--- config.mk ---
export PLATFORM = sky130hd
export DESIGN_NAME = windowed_hit_multiplicity_trigger
export DESIGN_NICKNAME = d
export VERILOG_FILES = /design/src/whmt_pkg.sv /design/src/whmt_div.sv /design/src/whmt_dp.sv /design/src/whmt_ctrl.sv /design/src/windowed_hit_multiplicity_trigger.sv
export SDC_FILE = /design/constraint.sdc
export NUM_CORES = 1
export LEC_CHECK = 0
export ABC_AREA = 1
export BUFFER_PORTS_ARGS = -buffer_cell sky130_fd_sc_hd__buf_2
export CAP_MARGIN = 20
export CORE_ASPECT_RATIO = 0.75
export CORE_MARGIN = 2
export CORE_UTILIZATION = 61
export CTS_BUF_LIST = sky130_fd_sc_hd__clkbuf_8 sky130_fd_sc_hd__clkbuf_16
export CTS_CLUSTER_DIAMETER = 120
export DETAILED_ROUTE_END_ITERATION = 12
export GPL_TIMING_DRIVEN = 0
export PLACE_DENSITY = 0.83
export SLEW_MARGIN = 20
export SYNTH_ARGS = -nofsm -noshare
export SYNTH_HDL_FRONTEND = slang
export SYNTH_SLANG_ARGS = --single-unit
--- constraint.sdc ---
create_clock -name clk -period 6.1 [get_ports clk]
set_input_delay 0.61 -clock clk [delete_from_list [all_inputs] [get_ports clk]]
set_output_delay 0.61 -clock clk [all_outputs]
set_load 0.03 [all_outputs]
--- src/whmt_pkg.sv ---
package whmt_pkg;

    localparam int WIN_W    = 20;
    localparam int COIN_W   = 5;
    localparam int SENSOR_W = 5;
    localparam int OUT_W    = 32;
    localparam int CFG_W    = 20;
    localparam int IDX_W    = 1;

    localparam logic [IDX_W-1:0]  REG_WINDOW_TICKS = 1'b0;
    localparam logic [IDX_W-1:0]  REG_COIN_LEVEL   = 1'b1;

    localparam logic [WIN_W-1:0]  WINDOW_TICKS_RST = 20'd320;
    localparam logic [COIN_W-1:0] COIN_LEVEL_RST   = 5'd2;

    // controller -> datapath
    typedef struct packed {
        logic load;      // latch the item and start the window divide
        logic update;    // apply the item to the window state
    } dp_cmd_t;

    // datapath -> controller
    typedef struct packed {
        logic div_done;  // window index is ready
        logic last;      // the held item ends the run
    } dp_stat_t;

endpackage

--- src/whmt_div.sv ---
module whmt_div #(
    parameter int N   = 48,
    parameter int D_W = 20
) (
    input  logic           clk,
    input  logic           rst_n,
    input  logic           start,
    input  logic [N-1:0]   dividend,
    input  logic [D_W-1:0] divisor,
    output logic           done,
    output logic [N-1:0]   quotient
);

    localparam int CW = $clog2(N + 1);

    logic [CW-1:0]  cnt_reg, cnt_next;
    logic           done_reg, done_next;
    logic [N-1:0]   quo_reg, quo_next;
    logic [D_W-1:0] rem_reg, rem_next;
    logic [D_W-1:0] dvs_reg, dvs_next;
    logic [D_W:0]   trial;
    logic           fits;

    // restoring division, one quotient bit per cycle
    always_comb
    begin
        trial     = {rem_reg, quo_reg[N-1]};
        fits      = trial >= {1'b0, dvs_reg};
        cnt_next  = cnt_reg;
        done_next = done_reg;
        quo_next  = quo_reg;
        rem_next  = rem_reg;
        dvs_next  = dvs_reg;
        if (start)
        begin
            cnt_next  = CW'(N);
            done_next = 1'b0;
            quo_next  = dividend;
            rem_next  = '0;
            dvs_next  = divisor;
        end
        else if (cnt_reg != '0)
        begin
            cnt_next = cnt_reg - 1'b1;
            quo_next = {quo_reg[N-2:0], fits};
            rem_next = fits ? D_W'(trial - {1'b0, dvs_reg}) : trial[D_W-1:0];
            if (cnt_reg == CW'(1))
            begin
                done_next = 1'b1;
            end
        end
    end

    always_ff @(posedge clk or negedge rst_n)
    begin
        if (!rst_n)
        begin
            cnt_reg  <= '0;
            done_reg <= 1'b0;
        end
        else
        begin
            cnt_reg  <= cnt_next;
            done_reg <= done_next;
        end
    end

    always_ff @(posedge clk)
    begin
        quo_reg <= quo_next;
        rem_reg <= rem_next;
        dvs_reg <= dvs_next;
    end

    assign done     = done_reg;
    assign quotient = quo_reg;

`ifndef SYNTHESIS
    a_done_idle: assert property (@(posedge clk) disable iff (!rst_n)
        done_reg |-> cnt_reg == '0)
        else $error("divider done while still iterating");
`endif

endmodule

--- src/whmt_dp.sv ---
module whmt_dp #(
    parameter int SENSOR_COUNT = 31,
    parameter int TIME_BITS    = 48,
    parameter int COUNT_BITS   = 32
) (
    input  logic                          clk,
    input  logic                          rst_n,
    input  whmt_pkg::dp_cmd_t             cmd,
    output whmt_pkg::dp_stat_t            stat,
    input  logic                          cfg_we,
    input  logic [whmt_pkg::IDX_W-1:0]    cfg_index,
    input  logic [whmt_pkg::CFG_W-1:0]    cfg_data,
    input  logic [TIME_BITS-1:0]          hit_time,
    input  logic [whmt_pkg::SENSOR_W-1:0] sensor_index,
    input  logic                          last_hit,
    output logic [whmt_pkg::OUT_W-1:0]    matched_windows
);
    import whmt_pkg::*;

    localparam int CNT_W = $clog2(SENSOR_COUNT + 1);
    localparam int CMP_W = (CNT_W > COIN_W) ? CNT_W : COIN_W;

    logic [WIN_W-1:0]        window_ticks_reg;
    logic [COIN_W-1:0]       coin_level_reg;
    logic [SENSOR_W-1:0]     sensor_reg;
    logic                    last_reg;
    logic [TIME_BITS-1:0]    current_window_reg, current_window_next;
    logic                    window_valid_reg, window_valid_next;
    logic [SENSOR_COUNT-1:0] sensor_mask_reg, sensor_mask_next;
    logic [CNT_W-1:0]        dcnt_reg, dcnt_next;
    logic [COUNT_BITS-1:0]   match_count_reg, match_count_next;
    logic [OUT_W-1:0]        out_data_reg;

    logic [WIN_W-1:0]         divisor;
    logic                     div_done;
    logic [TIME_BITS-1:0]     win_idx;
    logic [SENSOR_COUNT-1:0]  hit_onehot;
    logic                     same_window;
    logic                     close_match;
    logic                     last_match;
    logic [SENSOR_COUNT-1:0]  mask_new;
    logic [CNT_W-1:0]         dcnt_new;
    logic [1:0]               inc;
    logic [COUNT_BITS:0]      count_sum;
    logic [COUNT_BITS-1:0]    count_sat;

    assign divisor = (window_ticks_reg == '0) ? WIN_W'(1) : window_ticks_reg;

    whmt_div #(
        .N   (TIME_BITS),
        .D_W (WIN_W)
    ) u_div (
        .clk      (clk),
        .rst_n    (rst_n),
        .start    (cmd.load),
        .dividend (hit_time),
        .divisor  (divisor),
        .done     (div_done),
        .quotient (win_idx)
    );

    always_comb
    begin
        for (int i = 0; i < SENSOR_COUNT; i++)
        begin
            hit_onehot[i] = (32'(sensor_reg) == 32'(i));
        end
    end

    // a hit in another window closes the open one and starts fresh
    always_comb
    begin
        same_window = window_valid_reg && (win_idx == current_window_reg);
        close_match = window_valid_reg && !same_window &&
                      (CMP_W'(dcnt_reg) == CMP_W'(coin_level_reg));
        mask_new    = (same_window ? sensor_mask_reg : '0) | hit_onehot;
        dcnt_new    = (same_window ? dcnt_reg : '0) +
                      CNT_W'(|(hit_onehot & ~(same_window ? sensor_mask_reg : '0)));
        last_match  = last_reg && (CMP_W'(dcnt_new) == CMP_W'(coin_level_reg));
        inc         = 2'(close_match) + 2'(last_match);
        count_sum   = {1'b0, match_count_reg} + (COUNT_BITS+1)'(inc);
        count_sat   = count_sum[COUNT_BITS] ? '1 : count_sum[COUNT_BITS-1:0];
    end

    always_comb
    begin
        current_window_next = current_window_reg;
        window_valid_next   = window_valid_reg;
        sensor_mask_next    = sensor_mask_reg;
        dcnt_next           = dcnt_reg;
        match_count_next    = match_count_reg;
        if (cmd.update)
        begin
            if (last_reg)
            begin
                current_window_next = '0;
                window_valid_next   = 1'b0;
                sensor_mask_next    = '0;
                dcnt_next           = '0;
                match_count_next    = '0;
            end
            else
            begin
                current_window_next = win_idx;
                window_valid_next   = 1'b1;
                sensor_mask_next    = mask_new;
                dcnt_next           = dcnt_new;
                match_count_next    = count_sat;
            end
        end
    end

    always_ff @(posedge clk or negedge rst_n)
    begin
        if (!rst_n)
        begin
            window_ticks_reg   <= WINDOW_TICKS_RST;
            coin_level_reg     <= COIN_LEVEL_RST;
            current_window_reg <= '0;
            window_valid_reg   <= 1'b0;
            sensor_mask_reg    <= '0;
            dcnt_reg           <= '0;
            match_count_reg    <= '0;
        end
        else
        begin
            if (cfg_we && cfg_index == REG_WINDOW_TICKS)
            begin
                window_ticks_reg <= cfg_data[WIN_W-1:0];
            end
            if (cfg_we && cfg_index == REG_COIN_LEVEL)
            begin
                coin_level_reg <= cfg_data[COIN_W-1:0];
            end
            current_window_reg <= current_window_next;
            window_valid_reg   <= window_valid_next;
            sensor_mask_reg    <= sensor_mask_next;
            dcnt_reg           <= dcnt_next;
            match_count_reg    <= match_count_next;
        end
    end

    always_ff @(posedge clk)
    begin
        if (cmd.load)
        begin
            sensor_reg <= sensor_index;
            last_reg   <= last_hit;
        end
        if (cmd.update && last_reg)
        begin
            out_data_reg <= OUT_W'(count_sat);
        end
    end

    assign stat.div_done   = div_done;
    assign stat.last       = last_reg;
    assign matched_windows = out_data_reg;

`ifndef SYNTHESIS
    a_dcnt_mask: assert property (@(posedge clk) disable iff (!rst_n)
        32'(dcnt_reg) == $countones(sensor_mask_reg))
        else $error("distinct count out of step with sensor mask");
    a_run_clear: assert property (@(posedge clk) disable iff (!rst_n)
        cmd.update && last_reg |=> match_count_reg == '0 && !window_valid_reg)
        else $error("state not cleared after last item");
`endif

endmodule

--- src/whmt_ctrl.sv ---
module whmt_ctrl (
    input  logic               clk,
    input  logic               rst_n,
    input  logic               in_valid,
    output logic               in_ready,
    output logic               out_valid,
    input  logic               out_ready,
    input  whmt_pkg::dp_stat_t stat,
    output whmt_pkg::dp_cmd_t  cmd
);
    import whmt_pkg::*;

    typedef enum logic [2:0] {
        ST_IDLE   = 3'b001,
        ST_DIV    = 3'b010,
        ST_UPDATE = 3'b100
    } state_t;

    state_t state_reg, state_next;
    logic   out_valid_reg, out_valid_next;

    always_comb
    begin
        state_next     = state_reg;
        out_valid_next = out_valid_reg;
        cmd.load       = 1'b0;
        cmd.update     = 1'b0;
        if (out_valid_reg && out_ready)
        begin
            out_valid_next = 1'b0;
        end
        case (state_reg)
            ST_IDLE:
            begin
                if (in_valid)
                begin
                    cmd.load   = 1'b1;
                    state_next = ST_DIV;
                end
            end
            ST_DIV:
            begin
                if (stat.div_done)
                begin
                    state_next = ST_UPDATE;
                end
            end
            ST_UPDATE:
            begin
                // hold a last item until the previous result is taken
                if (!(stat.last && out_valid_reg))
                begin
                    cmd.update = 1'b1;
                    state_next = ST_IDLE;
                    if (stat.last)
                    begin
                        out_valid_next = 1'b1;
                    end
                end
            end
            default:
            begin
                state_next = ST_IDLE;
            end
        endcase
    end

    always_ff @(posedge clk or negedge rst_n)
    begin
        if (!rst_n)
        begin
            state_reg     <= ST_IDLE;
            out_valid_reg <= 1'b0;
        end
        else
        begin
            state_reg     <= state_next;
            out_valid_reg <= out_valid_next;
        end
    end

    assign in_ready  = (state_reg == ST_IDLE);
    assign out_valid = out_valid_reg;

`ifndef SYNTHESIS
    a_no_overwrite: assert property (@(posedge clk) disable iff (!rst_n)
        cmd.update && stat.last |-> !out_valid_reg)
        else $error("result overwritten before it was taken");
`endif

endmodule

--- src/windowed_hit_multiplicity_trigger.sv ---
// Fixed-window coincidence trigger. Hits (time stamp in ticks, sensor index)
// arrive in time order; time is cut into windows of window_ticks ticks
// aligned to multiples of window_ticks (a length of 0 acts as 1). A window
// whose count of distinct sensors equals coin_level exactly adds one to a
// saturating match counter when it closes. A hit with last_hit set closes
// its own window, emits the counter as one item on the output and clears
// all run state; other hits produce no output. Sensor indexes at or above
// SENSOR_COUNT open and close windows but mark no sensor. The bit-serial
// divider forms hit_time / window_ticks one quotient bit per cycle. A finished
// result sits in an output register, so the next item is accepted while it
// waits; only a second last hit stalls until the first result is taken.
// Write configuration only while the block is idle.
module windowed_hit_multiplicity_trigger #(
    parameter int SENSOR_COUNT = 31,
    parameter int TIME_BITS    = 48,
    parameter int COUNT_BITS   = 32
) (
    input  logic                          clk,
    input  logic                          rst_n,
    input  logic                          cfg_we,
    input  logic [whmt_pkg::IDX_W-1:0]    cfg_index,
    input  logic [whmt_pkg::CFG_W-1:0]    cfg_data,
    input  logic                          in_valid,
    output logic                          in_ready,
    input  logic [TIME_BITS-1:0]          hit_time,
    input  logic [whmt_pkg::SENSOR_W-1:0] sensor_index,
    input  logic                          last_hit,
    output logic                          out_valid,
    input  logic                          out_ready,
    output logic [whmt_pkg::OUT_W-1:0]    matched_windows
);
    import whmt_pkg::*;

    dp_cmd_t  cmd;
    dp_stat_t stat;

    whmt_ctrl u_ctrl (
        .clk       (clk),
        .rst_n     (rst_n),
        .in_valid  (in_valid),
        .in_ready  (in_ready),
        .out_valid (out_valid),
        .out_ready (out_ready),
        .stat      (stat),
        .cmd       (cmd)
    );

    whmt_dp #(
        .SENSOR_COUNT (SENSOR_COUNT),
        .TIME_BITS    (TIME_BITS),
        .COUNT_BITS   (COUNT_BITS)
    ) u_dp (
        .clk             (clk),
        .rst_n           (rst_n),
        .cmd             (cmd),
        .stat            (stat),
        .cfg_we          (cfg_we),
        .cfg_index       (cfg_index),
        .cfg_data        (cfg_data),
        .hit_time        (hit_time),
        .sensor_index    (sensor_index),
        .last_hit        (last_hit),
        .matched_windows (matched_windows)
    );

endmodule

==> results.toml <==
[setup_path]
worstSetupPathType = "reg -> reg"
arrival_ns = 6.10
startpoint = "u_dp.u_div.quotient[45]"
startpoint_type = "flop"
crit_top_cell = "nand2_1"
crit_slowest_cell = "fa_1"
r2r-start = "u_dp.u_div.quotient[45]"
rr_endpoint = "u_dp.match_count_reg[27]"
rrSetupSlack_ns = 0.44
worstPathRequired_ns = 6.55
crit_fanout = 10
worstRegToRegCells = 39
cp_slowest_stage_delay_ns = 0.43
cp-end-kind = "flop"

[clocking]
post_cts_buffers = 0
clock_latency_ns = 0.55
numCtsBuffers = 27
cts_tree = "done"
clockBufferDepth = 3
clkTransAtPathRegs_ns = 0.07
htreeDepth = 1
cts_root_buf = "clkbuf_16"
cts.sinks = 279

[sta]
slew_headroom = 0.386
worst_pin_slew_ns = 0.921
rsz0062_at_grt = "false"
finalHoldViolCount = 0
fmax_ghz = 0.177
setup_viol = 0
fin_setup_tns_ns = 0
finalCritPeriodShare = 0.927
drv_slew = 0
min_period_ns = 5.66
fin_skew_ns = 0.0143

[pwr]
total_power_w = 0.00686
p_per_area_mw_per_mm2 = 419
leakage_nw = 7.85
ir_drop_uv = 322

[synth]
synth.avg_cell_area_um2 = 8.36
synth-seq-cells = 279
ys.flop_type = "dfrtp_1"
synth_edf_count = 106
ys_top_cells_by_area = "dfrtp_1, edfxtp_1, nand2_1, inv_1, o21ai_0"
yosysWarnings = 0
netlist.area_leader.share = 0.259
synth_area_leader_cell = "dfrtp_1"
synth_cell_types = 54
yosysMostFrequentCell = "nand2_1"
yosysSeqAreaShare = 0.516
syn_inst = 1719
synth.top_cells.by_count = "nand2_1, inv_1, dfrtp_1, o21ai_0, nor2_1"
ys_async_sr_fraction = 0.548
synth_area_mm2 = 0.0144
synth_nets = 1826

[finish]
drive_gt1_frac = 0.116
area_growth_pct = 13.8
finalInstanceArea_mm2 = 0.0164
insertedDiodeCount = 0
stdcell_count = 2186
nets = 1972

[floorplan]
die_area_mm2 = 0.0248
fp.coreArea_mm2 = 0.0231
initial_core_util = 0.623
die_h_um = 137
fp-row-count = 48
pin_count = 114
die_w_um = 181

[placement]
dp_cells = 2136
routabilityCongestion = 0.942
placed_cell_area_mm2 = 0.0154
dp_hpwl_um = 25500
io_buffers = 113

[global_routing]
grt_max_degree = 88
grt_usage = 0.290
grt_pass1_wl_um = 57600
grt_antenna_before_repair = 0
grt_overflow = 0
grt_pass1_vias = 11500

[detailed_routing]
drc = 0
vias = 12400
ant_nets = 0
vias_per_cell = 5.69
finalWirelength_um = 36200
first_pass_iters = 5
first_iter_violations = 1145
wl_per_cell_um = 16.6

[job]
maxCapViolCount = 0

[worst_hold_path]
hp-class = "in -> async"

[run_status]
status = "finished clean"
report_power, final:
group          switching (W)  internal [W]
Combinational        0.00155      0.000844
Sequential          0.000270       0.00247
Clock               0.000731      0.000992
Total                0.00255       0.00431
area by class of cell:
cell class                 instances  area, um2
sequential                       279       7420
fill                            1779       6700
multi-input combinational       1111       5710
inverter                         252        947
clock buffer                      28        689
timing repair buffer             117        663
tap                              300        375
buffer                            77        337
clock inverter                    22        219
through the flow:
| stage | worst slack, ns | hold slack, ns | util |
|---|---|---|---|
| after floorplan | 1.51 | 0.314 | - |
| after global placement | 0.686 | 0.458 | 0.664 |
| after detailed placement | 0.541 | 0.466 | 0.669 |
| after CTS | 0.444 | 0.0940 | 0.708 |
| after global routing | 0.0537 | 0.0929 | 0.709 |
| final | 0.444 | 0.0357 | 0.709 |
worst max-delay path by stage:
stage / endpoint / slack [ns] / cells after the start
after floorplan: u_dp.matched_windows[24] / 1.51 / 36
after global placement: u_dp.match_count_reg[30] / 0.69 / 36
after detailed placement: u_dp.match_count_reg[6] / 0.54 / 38
after CTS: u_dp.match_count_reg[27] / 0.44 / 39
after global routing: u_dp.match_count_reg[27] / 0.05 / 39
final: u_dp.match_count_reg[27] / 0.44 / 39
critical path, delay by kind of cell, from the launching register on:
kind	cells	cell delay, ns
AOI/OAI and AO/OA	4	0.46
xor gates and xnor gates	1	0.18
buffers and inverters	6	0.74
adders and majority gates	4	1.12
and+or+nand+nor	24	2.62
DFF	1	0.41
cells by family (layout without fill, tap and decap cells):
family          after synthesis  count (layout)  synth area share
compound gates              308             308             0.124
xor+xnor                     49              49            0.0299
fa+ha+maj                    27              27            0.0245
buf+inv                     329             496            0.0887
flops                       279             279             0.516
mux                           7               7           0.00548
simple gates                720             720             0.212
repair_timing:
item	4_1_cts	5_1_grt
hold endpoints to repair	0	0
gates resized for setup	0	8
hold buffers	0	0
setup endpoints to repair	0	44
placed cells by master (no fill, tap or decap), types with 7 or more instances in the layout:
master | netlist | final
xnor2_1 | 23 | 23
ha_1 | 25 | 25
buf_2 | 7 | 116
o21ai_0 | 148 | 148
o22ai_1 | 50 | 50
nor3_1 | 35 | 35
inv_2 | 6 | 7
nor4_1 | 10 | 10
a21o_1 | 12 | 12
dfrtp_1 | 149 | 149
mux2_2 | 7 | 7
clkbuf_1 | 58 | 57
nor2_1 | 139 | 137
nand3_1 | 29 | 29
nand4_1 | 43 | 43
clkbuf_16 | 0 | 27
inv_1 | 244 | 250
o21ai_1 | 7 | 7
edfxtp_1 | 106 | 106
a22o_1 | 20 | 20
dfxtp_1 | 20 | 20
a21oi_1 | 50 | 50
xor2_1 | 26 | 26
nand2_1 | 441 | 441
layer usage:
layer,track usage,vias up,share of wire
met4,0.0705,0,0.019
met5,0,-,0
met2,0.444,630,0.43
met3,0.0551,55,0.092
li1,-,5922,-
met1,0.431,5821,0.46
Power figures use the tool's default switching activity.
